File: src/hw/rtl/complementary_attitude_filter_assert.svh
// Assertion macros for the attitude filter. They sample on i_clk and are
// switched off while i_rst_n is low.
`ifndef COMPLEMENTARY_ATTITUDE_FILTER_ASSERT_SVH
`define COMPLEMENTARY_ATTITUDE_FILTER_ASSERT_SVH

// The consequent must hold in the same cycle as the antecedent.
`define CAF_ASSERT_NOW(label, ante, cons, msg) \
    label: assert property (@(posedge i_clk) disable iff (!i_rst_n) (ante) |-> (cons)) \
        else $error(msg);

// The consequent must hold in the cycle after the antecedent.
`define CAF_ASSERT_NEXT(label, ante, cons, msg) \
    label: assert property (@(posedge i_clk) disable iff (!i_rst_n) (ante) |=> (cons)) \
        else $error(msg);

`endif

File: src/hw/rtl/caf_pkg.sv
package caf_pkg;

    // Configuration port.
    localparam int CFG_IDX_W = 2;
    localparam logic [CFG_IDX_W-1:0] CFG_BLEND_WEIGHT = 2'd0;
    localparam logic [CFG_IDX_W-1:0] CFG_TIME_STEP    = 2'd1;

    localparam logic [15:0] BLEND_WEIGHT_RST = 16'd58982;
    localparam logic [15:0] TIME_STEP_RST    = 16'd655;

    // CORDIC sizing.
    localparam int CORDIC_STEPS_DEF = 16;
    localparam int ATAN_TABLE_LEN   = 24;
    localparam int CORDIC_XY_W      = 35;
    localparam int CORDIC_Z_W       = 34;
    localparam int ANGLE_W          = 17;

    localparam logic signed [CORDIC_Z_W-1:0] PI_Q30 = 34'sd3373259426;

    // atan(2^-i) in Q.30.
    function automatic logic signed [CORDIC_Z_W-1:0] atan_q30(input logic [4:0] idx);
        logic signed [CORDIC_Z_W-1:0] v;
        unique case (idx)
            5'd0:  v = 34'sd843314857;
            5'd1:  v = 34'sd497837829;
            5'd2:  v = 34'sd263043837;
            5'd3:  v = 34'sd133525159;
            5'd4:  v = 34'sd67021687;
            5'd5:  v = 34'sd33543516;
            5'd6:  v = 34'sd16775851;
            5'd7:  v = 34'sd8388437;
            5'd8:  v = 34'sd4194283;
            5'd9:  v = 34'sd2097149;
            5'd10: v = 34'sd1048576;
            5'd11: v = 34'sd524288;
            5'd12: v = 34'sd262144;
            5'd13: v = 34'sd131072;
            5'd14: v = 34'sd65536;
            5'd15: v = 34'sd32768;
            5'd16: v = 34'sd16384;
            5'd17: v = 34'sd8192;
            5'd18: v = 34'sd4096;
            5'd19: v = 34'sd2048;
            5'd20: v = 34'sd1024;
            5'd21: v = 34'sd512;
            5'd22: v = 34'sd256;
            5'd23: v = 34'sd128;
            default: v = '0;
        endcase
        return v;
    endfunction

    typedef struct packed {
        logic signed [15:0] accel_x;
        logic signed [15:0] accel_y;
        logic signed [15:0] accel_z;
        logic signed [15:0] gyro_x;
        logic signed [15:0] gyro_y;
    } t_in_req;

    typedef struct packed {
        logic signed [15:0] roll_q13;
        logic signed [15:0] pitch_q13;
    } t_out_req;

endpackage

File: src/hw/rtl/complementary_attitude_filter.sv
// Roll and pitch complementary filter for one IMU sample per request.
// Input channel (i_in_valid / o_in_ready / i_in_data) carries three
// accelerometer axes and the x and y gyro rates. Output channel
// (o_out_valid / i_out_ready / o_out_data) returns the updated roll and
// pitch estimates in Q3.13, one result request for every input request.
// Configuration channel (i_cfg_valid / o_cfg_ready / i_cfg_index /
// i_cfg_data) writes the blend weight (index 0) and the time step (index 1);
// it is always ready, and writes to other indexes are dropped.
// A single multiplier and a single CORDIC stage are reused; the two atan2
// evaluations run one after the other, each over all CORDIC steps (16 by
// default), so a new sample is taken only after the last one is finished.
// o_in_ready is high only while the sequencer is idle.
// Reset (synchronous, active low) clears both estimates to zero, loads the
// default blend weight and time step, and empties the output register.
// If the receiver stalls, the finished result waits in the sequencer until
// the output register is free; no result is ever dropped.
module complementary_attitude_filter
    import caf_pkg::*;
#(
    parameter int CORDIC_STEPS = CORDIC_STEPS_DEF
) (
    input  logic                 i_clk,
    input  logic                 i_rst_n,
    input  logic                 i_in_valid,
    output logic                 o_in_ready,
    input  t_in_req              i_in_data,
    output logic                 o_out_valid,
    input  logic                 i_out_ready,
    output t_out_req             o_out_data,
    input  logic                 i_cfg_valid,
    output logic                 o_cfg_ready,
    input  logic [CFG_IDX_W-1:0] i_cfg_index,
    input  logic [15:0]          i_cfg_data
);

    // The CORDIC never runs past the length of the arctangent table.
    localparam int NSTEPS = (CORDIC_STEPS > ATAN_TABLE_LEN) ? ATAN_TABLE_LEN : CORDIC_STEPS;
    localparam int STEP_W = $clog2(NSTEPS);
    localparam logic [STEP_W-1:0] STEP_LAST = STEP_W'(NSTEPS - 1);

    // Sequencer: two gyro products, two CORDIC runs, four blend products,
    // then the hand-off to the output register.
    typedef enum logic [11:0] {
        S_IDLE    = 12'b0000_0000_0001,
        S_MUL_GX  = 12'b0000_0000_0010,
        S_MUL_GY  = 12'b0000_0000_0100,
        S_CINIT_R = 12'b0000_0000_1000,
        S_CITER_R = 12'b0000_0001_0000,
        S_CINIT_P = 12'b0000_0010_0000,
        S_CITER_P = 12'b0000_0100_0000,
        S_BL_R0   = 12'b0000_1000_0000,
        S_BL_R1   = 12'b0001_0000_0000,
        S_BL_P0   = 12'b0010_0000_0000,
        S_BL_P1   = 12'b0100_0000_0000,
        S_DONE    = 12'b1000_0000_0000
    } t_state;

    t_state r_state;
    t_state n_state;

    // Configuration registers.
    logic [15:0] r_blend_weight;
    logic [15:0] r_time_step;

    // The output register doubles as the filter state: the estimates are
    // always the last returned result.
    t_out_req r_out;
    logic     r_out_valid;

    // Working registers of one sample.
    t_in_req                         r_in;
    logic signed [36:0]              r_prod;
    logic signed [36:0]              r_acc;
    logic signed [18:0]              r_roll_sum;
    logic signed [18:0]              r_pitch_sum;
    logic signed [ANGLE_W-1:0]       r_ang_roll;
    logic signed [ANGLE_W-1:0]       r_ang_pitch;
    logic signed [15:0]              r_roll_new;
    logic signed [CORDIC_XY_W-1:0]   r_cx;
    logic signed [CORDIC_XY_W-1:0]   r_cy;
    logic signed [CORDIC_Z_W-1:0]    r_cz;
    logic                            r_zero;
    logic [STEP_W-1:0]               r_step;

    logic in_take;
    logic out_free;

    assign in_take  = i_in_valid && o_in_ready;
    assign out_free = !r_out_valid || i_out_ready;

    assign o_in_ready  = (r_state == S_IDLE);
    assign o_out_valid = r_out_valid;
    assign o_out_data  = r_out;
    assign o_cfg_ready = 1'b1;

    // ------------------------------------------------------------------
    // Shared multiplier. Every product is registered in r_prod before it
    // is used, so the multiplier never feeds an adder in the same cycle.
    // ------------------------------------------------------------------
    logic        [16:0] w_acc_weight;
    logic signed [17:0] w_mul_a;
    logic signed [18:0] w_mul_b;
    logic signed [36:0] w_prod;

    // The accelerometer path weight is 65536 - a, which is the full 65536
    // when a is zero.
    assign w_acc_weight = 17'h10000 - {1'b0, r_blend_weight};

    // While a finished result waits for the output register, the last
    // pitch product is recomputed so that r_prod keeps its value.
    always_comb begin
        unique case (r_state)
            S_MUL_GY: begin
                w_mul_a = signed'({2'b00, r_time_step});
                w_mul_b = 19'(r_in.gyro_y);
            end
            S_BL_R0: begin
                w_mul_a = signed'({2'b00, r_blend_weight});
                w_mul_b = r_roll_sum;
            end
            S_BL_R1: begin
                w_mul_a = signed'({1'b0, w_acc_weight});
                w_mul_b = 19'(r_ang_roll);
            end
            S_BL_P0: begin
                w_mul_a = signed'({2'b00, r_blend_weight});
                w_mul_b = r_pitch_sum;
            end
            S_BL_P1, S_DONE: begin
                w_mul_a = signed'({1'b0, w_acc_weight});
                w_mul_b = 19'(r_ang_pitch);
            end
            default: begin
                w_mul_a = signed'({2'b00, r_time_step});
                w_mul_b = 19'(r_in.gyro_x);
            end
        endcase
    end

    assign w_prod = w_mul_a * w_mul_b;

    // The gyro increment dt*rate is Q.28; round half up into Q3.13.
    logic signed [17:0] w_drate;
    assign w_drate = 18'((r_prod + 37'sd16384) >>> 15);

    // Blend: the two weighted terms are Q.29; round half up into Q3.13 and
    // clamp to the 16-bit range.
    logic signed [37:0] w_bsum;
    logic signed [37:0] w_bshift;
    logic signed [15:0] w_bsat;

    assign w_bsum   = 38'(r_acc) + 38'(r_prod);
    assign w_bshift = (w_bsum + 38'sd32768) >>> 16;

    always_comb begin
        priority if (w_bshift > 38'sd32767) begin
            w_bsat = 16'sh7FFF;
        end else if (w_bshift < -38'sd32768) begin
            w_bsat = -16'sh8000;
        end else begin
            w_bsat = 16'(w_bshift);
        end
    end

    // ------------------------------------------------------------------
    // Shared CORDIC stage in vectoring mode. Operands are scaled by 2^16;
    // a vector in the left half plane is mirrored first and starts at +pi
    // or -pi, so the rotation only ever has to cover the right half plane.
    // ------------------------------------------------------------------
    logic signed [15:0]            w_op_y;
    logic signed [CORDIC_XY_W-1:0] w_x0;
    logic signed [CORDIC_XY_W-1:0] w_y0;
    logic signed [CORDIC_XY_W-1:0] w_dx;
    logic signed [CORDIC_XY_W-1:0] w_dy;
    logic signed [CORDIC_Z_W-1:0]  w_atan;
    logic signed [ANGLE_W-1:0]     w_ang;

    assign w_op_y = (r_state == S_CINIT_R) ? r_in.accel_y : r_in.accel_x;
    assign w_x0   = CORDIC_XY_W'(r_in.accel_z) <<< 16;
    assign w_y0   = CORDIC_XY_W'(w_op_y) <<< 16;
    assign w_dx   = r_cy >>> r_step;
    assign w_dy   = r_cx >>> r_step;
    assign w_atan = atan_q30(5'(r_step));

    // Final angle from Q.30 to Q3.13, rounded half up; atan2(0, 0) is zero.
    assign w_ang = r_zero ? '0 : ANGLE_W'((r_cz + 34'sd65536) >>> 17);

    // ------------------------------------------------------------------
    // Sequencer.
    // ------------------------------------------------------------------
    always_comb begin
        n_state = r_state;
        unique case (r_state)
            S_IDLE:    if (in_take) n_state = S_MUL_GX;
            S_MUL_GX:  n_state = S_MUL_GY;
            S_MUL_GY:  n_state = S_CINIT_R;
            S_CINIT_R: n_state = S_CITER_R;
            S_CITER_R: if (r_step == STEP_LAST) n_state = S_CINIT_P;
            S_CINIT_P: n_state = S_CITER_P;
            S_CITER_P: if (r_step == STEP_LAST) n_state = S_BL_R0;
            S_BL_R0:   n_state = S_BL_R1;
            S_BL_R1:   n_state = S_BL_P0;
            S_BL_P0:   n_state = S_BL_P1;
            S_BL_P1:   n_state = S_DONE;
            S_DONE:    if (out_free) n_state = S_IDLE;
            default:   n_state = S_IDLE;
        endcase
    end

    // Control state, configuration and the estimates.
    always_ff @(posedge i_clk) begin
        if (!i_rst_n) begin
            r_state        <= S_IDLE;
            r_blend_weight <= BLEND_WEIGHT_RST;
            r_time_step    <= TIME_STEP_RST;
            r_out          <= '0;
            r_out_valid    <= 1'b0;
        end else begin
            r_state <= n_state;
            if (i_cfg_valid && o_cfg_ready) begin
                if (i_cfg_index == CFG_BLEND_WEIGHT) begin
                    r_blend_weight <= i_cfg_data;
                end else if (i_cfg_index == CFG_TIME_STEP) begin
                    r_time_step <= i_cfg_data;
                end
            end
            if (r_out_valid && i_out_ready) begin
                r_out_valid <= 1'b0;
            end
            if (r_state == S_DONE && out_free) begin
                r_out.roll_q13  <= r_roll_new;
                r_out.pitch_q13 <= w_bsat;
                r_out_valid     <= 1'b1;
            end
        end
    end

    // Datapath registers of the sample in flight.
    always_ff @(posedge i_clk) begin
        if (in_take) begin
            r_in <= i_in_data;
        end

        r_prod <= w_prod;

        unique case (r_state)
            S_MUL_GY: begin
                r_roll_sum <= 19'(r_out.roll_q13) + 19'(w_drate);
            end
            S_CINIT_R, S_CINIT_P: begin
                if (r_state == S_CINIT_R) begin
                    r_pitch_sum <= 19'(r_out.pitch_q13) - 19'(w_drate);
                end else begin
                    r_ang_roll <= w_ang;
                end
                r_zero <= (r_in.accel_z == '0) && (w_op_y == '0);
                r_step <= '0;
                if (r_in.accel_z < 0) begin
                    r_cx <= -w_x0;
                    r_cy <= -w_y0;
                    r_cz <= (w_op_y >= 0) ? PI_Q30 : -PI_Q30;
                end else begin
                    r_cx <= w_x0;
                    r_cy <= w_y0;
                    r_cz <= '0;
                end
            end
            S_CITER_R, S_CITER_P: begin
                r_step <= r_step + 1'b1;
                if (r_cy >= 0) begin
                    r_cx <= r_cx + w_dx;
                    r_cy <= r_cy - w_dy;
                    r_cz <= r_cz + w_atan;
                end else begin
                    r_cx <= r_cx - w_dx;
                    r_cy <= r_cy + w_dy;
                    r_cz <= r_cz - w_atan;
                end
            end
            S_BL_R0: begin
                r_ang_pitch <= w_ang;
            end
            S_BL_R1, S_BL_P1: begin
                r_acc <= r_prod;
            end
            S_BL_P0: begin
                r_roll_new <= w_bsat;
            end
            default: begin
            end
        endcase
    end

    // ------------------------------------------------------------------
    // Assertions.
    // ------------------------------------------------------------------
`include "complementary_attitude_filter_assert.svh"

    `CAF_ASSERT_NEXT(a_take_starts_work, in_take, r_state == S_MUL_GX, "accepted sample did not start the sequencer")
    `CAF_ASSERT_NEXT(a_done_hands_off, (r_state == S_DONE) && out_free, o_out_valid && (r_state == S_IDLE), "finished result not moved to the output register")
    `CAF_ASSERT_NOW(a_roll_cordic_full, r_state == S_CINIT_P, $past(r_step) == STEP_LAST, "roll CORDIC left before its last step")
    `CAF_ASSERT_NOW(a_pitch_cordic_full, r_state == S_BL_R0, $past(r_step) == STEP_LAST, "pitch CORDIC left before its last step")

endmodule
File: config.mk
export PLATFORM = sky130hd
export DESIGN_NAME = complementary_attitude_filter
export DESIGN_NICKNAME = d
export VERILOG_FILES = /design/src/hw/rtl/caf_pkg.sv /design/src/hw/rtl/complementary_attitude_filter.sv
export VERILOG_INCLUDE_DIRS = /design/src /design/src/hw/rtl
export SDC_FILE = /design/constraint.sdc
export NUM_CORES = 2
export LEC_CHECK = 0
export BUFFER_PORTS_ARGS = -buffer_cell sky130_fd_sc_hd__buf_2
export CAP_MARGIN = 5
export CORE_MARGIN = 2
export CORE_UTILIZATION = 63
export DETAILED_ROUTE_END_ITERATION = 12
export PLACE_DENSITY = 0.82
export REMOVE_ABC_BUFFERS = 1
export SYNTH_ARGS = -nofsm -noshare
export SYNTH_HDL_FRONTEND = slang
export SYNTH_SLANG_ARGS = --single-unit
File: constraint.sdc
create_clock -name i_clk -period 18 [get_ports i_clk]
set_input_delay 3.6 -clock i_clk [delete_from_list [all_inputs] [get_ports i_clk]]
set_output_delay 3.6 -clock i_clk [all_outputs]
set_load 0.01 [all_outputs]
# Yosys cells after proc, flatten, opt, wreduce, memory -nomap -nowiden
# Memories as Yosys holds them, arrays and structs flattened. A register that Yosys moved wholly into a read port is not among the register bits.
# Cells that the tools add are included.
[classes]
add_sub_neg = 16
mul = 1
magnitude_cmp = 5
n_eq_ne = 18
shifts = 2
mux = 25
bitwise = 2
reduce_logical = 22
[op_table]
columns = ["operator", "count"]
rows = [
  ["$pmux W12 S12", 1],
  ["$mux W35", 4],
  ["$pmux W35 S2", 2],
  ["$mux W34", 3],
  ["$pmux W19 S5", 1],
  ["$add A35 B35 Y35", 2],
  ["$neg A32 Y35", 2],
  ["$sshr A35 B4 Y35", 2],
  ["$sub A35 B35 Y35", 2],
  ["$pmux W34 S2", 1],
  ["$mux W12", 4],
  ["$mux W16", 3],
  ["$add A37 B37 Y38", 1],
  ["$add A38 B17 Y38 const B", 1],
  ["$mul A18 B19 Y37", 1],
  ["$ge A35 B1 Y1 const B", 1],
  ["$add A34 B18 Y34 const B", 1],
  ["$add A34 B34 Y34", 1],
  ["$pmux W17 S2", 1],
  ["$sub A34 B34 Y34", 1],
  ["$add A33 B16 Y33 const B", 1],
  ["$logic_not A16 Y1", 2],
  ["$gt A22 B16 Y1 const B", 1],
  ["$lt A22 B16 Y1 const B", 1],
  ["37 further kinds", 51],
]
[totals]
ff_bits = 428
mem_bits_ro = 480
inputBits = 103
mem_count = 1
[mem_list]
columns = ["name", "depth", "width", "read_ports", "rd_clocked_by_memory_dff", "write_ports", "line", "text"]
rows = [
  ["(no name shown)", 16, 30, 1, 1, 0, "caf_pkg.sv:23", "unique case (idx)"],
]

# Longest topological paths before layout
[depth]
ltp_word = 6
ltp_mapped = 37

# Least setup slack after synthesis
# OpenSTA, ideal clock, no wires.
[synth_path]
path_kind = "flip-flop to flip-flop"
start = "register r_state[9]"
end = "register r_prod[34]"
setup_time_ps = 72
t_arrival_ps = 8591
t_required_ps = 17928
slack_ps = 9337
stages_incl_launch_ff = 36
path_buffers = 4
synth_period_minus_slack_ps = 8663
cell_sequence = "dfxtp_1 clkbuf_1 nor4_1 nand2_1 nor2_1 nand2_1 nor4b_2 or2_2 clkbuf_1 clkbuf_1 o21ai_0 o21ai_1 clkbuf_1 nor2_1 fa_1 inv_1 fa_1 fa_1 inv_1 fa_1 fa_1 inv_1 fa_1 inv_1 ha_1 a21o_1 a21o_1 a21oi_1 a21oi_1 a21oi_1 a211oi_1 o41a_1 o41ai_1 o21ai_0 a21oi_1 xnor2_1"
[synth_via]
elab_chain_len = 4
elab_cells_between_ends = 12
classes_between = "1 x mul; 6 x eq/ne; 2 x mux; 3 x reduce/logical"
[synth_lines]
columns = ["element", "line", "text"]
rows = [
  ["start, declared", "complementary_attitude_filter.sv:58", "t_state r_state;"],
  ["start signal, assigned", "complementary_attitude_filter.sv:219", "r_state <= n_state;"],
  ["$eq A12 B12 Y1, or another cell as far along", "complementary_attitude_filter.sv:112", "unique case (r_state)"],
  ["$reduce_or A2 Y1, or another cell as far along", "complementary_attitude_filter.sv:112", ""],
  ["$pmux W19 S5 / $pmux W17 S2 (equally long branches)", "complementary_attitude_filter.sv:112", ""],
  ["$mul A18 B19 Y37 (*)", "complementary_attitude_filter.sv:140", "assign w_prod = w_mul_a * w_mul_b;"],
  ["net w_prod[34]", "complementary_attitude_filter.sv:103", "logic signed [36:0] w_prod;"],
  ["end signal, assigned", "complementary_attitude_filter.sv:244", "r_prod <= w_prod;"],
  ["end, declared", "complementary_attitude_filter.sv:72", "logic signed [36:0] r_prod;"],
]
# The timed path passes the listed nets; every way through them passes the cells marked *.
# A chain may end at the register's enable or synchronous reset.

# Final worst setup path
[layout_path]
start = "register r_state[9]"
end = "register r_prod[36]"
# Same word-level chain as after synthesis.

==> results.md <==
- Outcome: finished, final reports clean
- Unrepaired setup endpoints after global routing: no
- Worst EP required: 18.49 ns
- Syn. warnings: 0
- CP Depth: 33
- Sequential fraction of design power: 0.180
- Critical path's most frequent cell: fa_1
- Synthesized area per cell: 9.36 µm²
- Clock sinks: 456
- Worst endpoint data arrival time: 11.02 ns
- Cts repair resizes: 0
- Pre-CTS setup slack: 7.66 ns
- Setup crit start kind: flip-flop
- DIE AREA: 71600 µm²
- Final period utilization: 0.585
- First-pass GRT wire length: 187 mm
- Worst-path fanout max: 33
- Root Driver: clkbuf_16
- Buf+Inv Stages, Crit Path: 5
- Synth Flop Type: edfxtp_1
- Max-Cap Viols: 0
- Post-CTS Setup Inserts: 0
- Cell area after layout: 46900 µm²
- CP max stage delay: 0.80 ns
- Comb pwr share: 0.685
- Layout Skew: 0.0423 ns
- Wire length per cell: 20.8 µm
- Worst r2r path cells: 33
- # diodes: 0
- Relative slew slack: 0.203
- Top-count cell post-synth: nand2_1
- Pin count of the biggest net entering global routing: 73
- Number of synthesized flops with an enable pin: 314
- Initial DRC Count: 3146
- Ys async rst share: 0
- IO Count: 138
- Die H: 268 µm
- PortBufs: 136
- Register area share after synthesis: 0.280
- Final ANT Viol Nets: 0
- Layout area overhead: 7.25%
- Fill count: 5355
- Sw Ratio: 0.483
- DP HPWL: 90.5 mm
- Hold Buf Count CTS: 0
- Leakage Power: 20.6 nW
- Worst Hold Depth: 0
- Minimum clock period: 10.53 ns
- Highest Clock Rate: 95.0 MHz
- Hold Fails Final Rpt: 0
- Clock power share: 0.135
- Cell-internal power: 4.16 mW
- NetSw: 3.87 mW
- Gate Count Post-Synth: 4674
- #FFs+latches synth: 456
- DP Area: 45200 µm²
- Finish-stage setup viols: 0
- Area share of the largest cell type after synthesis: 0.215
- Site Rows: 96
- GRT overflow: 0
- Hold Crit Class: flip-flop to flip-flop
- Num CTS Buffers: 50
- TritonCTS clock tree: done
- Max clock buf depth: 3
- Worst path slowest cell: nor4b_4
- Synth top cells by count: nand2_1, inv_1, nor2_1, fa_1, ha_1
- Max H-tree Level: 2
- CTS clk-pin slew, worst paths: 0.06 ns
- Number of global-route vias before repair: 35.2k
- VDD IR max: 0.384 mV
- Routed via count: 35.4k
- Pwr dens: 171 nW/µm²
- Die width: 268 µm
- Initial Utilization: 0.637
- Final Util: 0.683
- Sequential cell area: 12300 µm²
- Synth area leaders: edfxtp_1, fa_1, ha_1
- Via density per instance: 6.21
- Final slew viol count: 0
- GP Congestion: 0.993
- Yosys cell types: 93
- Finished Layout Cells: 5705
- Antenna violations before repair: 2
- Cell Area, Synth: 43800 µm²
- Dominant cell type by area after synthesis: edfxtp_1
- DRC violations left: 0
- Final Hold Slack: 0.426 ns
- Final wirelength: 119 mm
- Fin nets: 5483
- Clk_lat worst skew: 0.65 ns
- Total track usage: 0.334
- Share of cells above drive strength 1: 0.0890
- Crit path max-delay family: adder cells
- CP endpoint kind: flip-flop
- TNS Setup: 0 ns
- Least-Margin Pin Slew: 1.18 ns
- Power Total: 8.03 mW
- DP Cell Count: 5611
- First-pass DRT Iterations: 10
- Area occupied by multi-input gates: 28900 µm²
- Core Region: 68700 µm²
- Crit Path Class: flip-flop to flip-flop
- Final setup margin: 7.47 ns
==> power by group through the flow <==
stage | Clock [mW] | Combinational, mW | Sequential (mW)
2_1_floorplan | 0 | 3.98 | 1.42
3_3_place_gp | 0 | 5.26 | 1.46
3_5_place_dp | 0 | 5.40 | 1.46
4_1_cts | 1.09 | 5.49 | 1.44
5_1_grt | 1.14 | 6.10 | 1.45
6_report | 1.09 | 5.50 | 1.45
==> sequential cells by signal, summed over array words and instances, names as in the netlist <==
| register | cells |
|---|---|
| r_prod | 37 |
| r_state | 12 |
| o_out_data | 32 |
| r_cy | 35 |
| r_zero | 1 |
| w_atan | 28 |
| r_ang_roll | 17 |
| r_blend_weight | 16 |
| r_pitch_sum | 19 |
| r_in | 80 |
| r_time_step | 16 |
| o_out_valid | 1 |
| r_roll_sum | 19 |
| r_roll_new | 16 |
| r_cx | 35 |
| r_step | 4 |
| r_cz | 34 |
| r_acc | 37 |
| r_ang_pitch | 17 |
==> cell usage in the layout, fill, tap and decap left out, types with 26 or more instances in the layout <==
| master | netlist | final |
|---|---|---|
| nand2_1 | 591 | 591 |
| inv_1 | 486 | 484 |
| nor2_1 | 380 | 379 |
| fa_1 | 331 | 331 |
| ha_1 | 317 | 317 |
| edfxtp_1 | 314 | 314 |
| o21ai_0 | 261 | 259 |
| a21oi_1 | 240 | 240 |
| xnor2_1 | 208 | 208 |
| dfxtp_1 | 142 | 142 |
| buf_2 | 15 | 136 |
| a21o_1 | 112 | 112 |
| xor2_1 | 110 | 110 |
| nand3_1 | 95 | 95 |
| mux2i_1 | 83 | 83 |
| nor3_1 | 63 | 61 |
| mux4_2 | 61 | 61 |
| nand2b_1 | 55 | 55 |
| clkbuf_16 | 0 | 54 |
| mux2_2 | 51 | 51 |
| nor2b_1 | 46 | 45 |
| a21boi_0 | 44 | 44 |
| buf_4 | 7 | 44 |
| o21a_1 | 37 | 37 |
| and3_1 | 35 | 35 |
| o31ai_1 | 31 | 31 |
| a31oi_1 | 27 | 27 |
| nand4_1 | 27 | 27 |
| or3_1 | 27 | 26 |
==> layer usage <==
layer  global-route usage  up-vias  share of wire  wire [µm]
li1                     -    16300              -          -
met1                0.409    17200           0.38      44800
met2                0.573     1540           0.49      58400
met3               0.0438      400          0.071       8490
met4                0.185        4          0.061       7230
met5                    0        -        0.00020         24
==> final timing paths <==
check	startpoint	endpoint	slack, ns
worst min-delay path	r_prod[7]	r_acc[7]	0.43
worst max register to register	r_state[9]	r_prod[36]	7.47
worst max-delay path	r_state[9]	r_prod[36]	7.47
worst min register to register	r_prod[7]	r_acc[7]	0.43
==> layout make-up <==
type	instances	area share
Clock buffer	61	0.0298
Clock inverter	33	0.00696
Inverter	488	0.0391
Multi-Input combinational cell	3556	0.616
Sequential cell	456	0.261
Tap cell	931	0.0248
Timing Repair Buffer	180	0.0215
==> kinds of logic (layout without fill, tap and decap cells) <==
group                    count (synthesis)  in the layout  share of synthesized area
AO/OA/AOI/OAI                          957            957                      0.139
XOR/XNOR                               318            318                     0.0636
adder cells (fa/ha/maj)                648            648                      0.242
buffers and inverters                  662            762                     0.0596
flip-flops                             456            456                      0.280
multiplexers                           202            202                     0.0672
other                                    1              1                  0.0000857
AND/OR/NAND/NOR                       1430           1430                      0.148
Power figures use the tool's default switching activity.
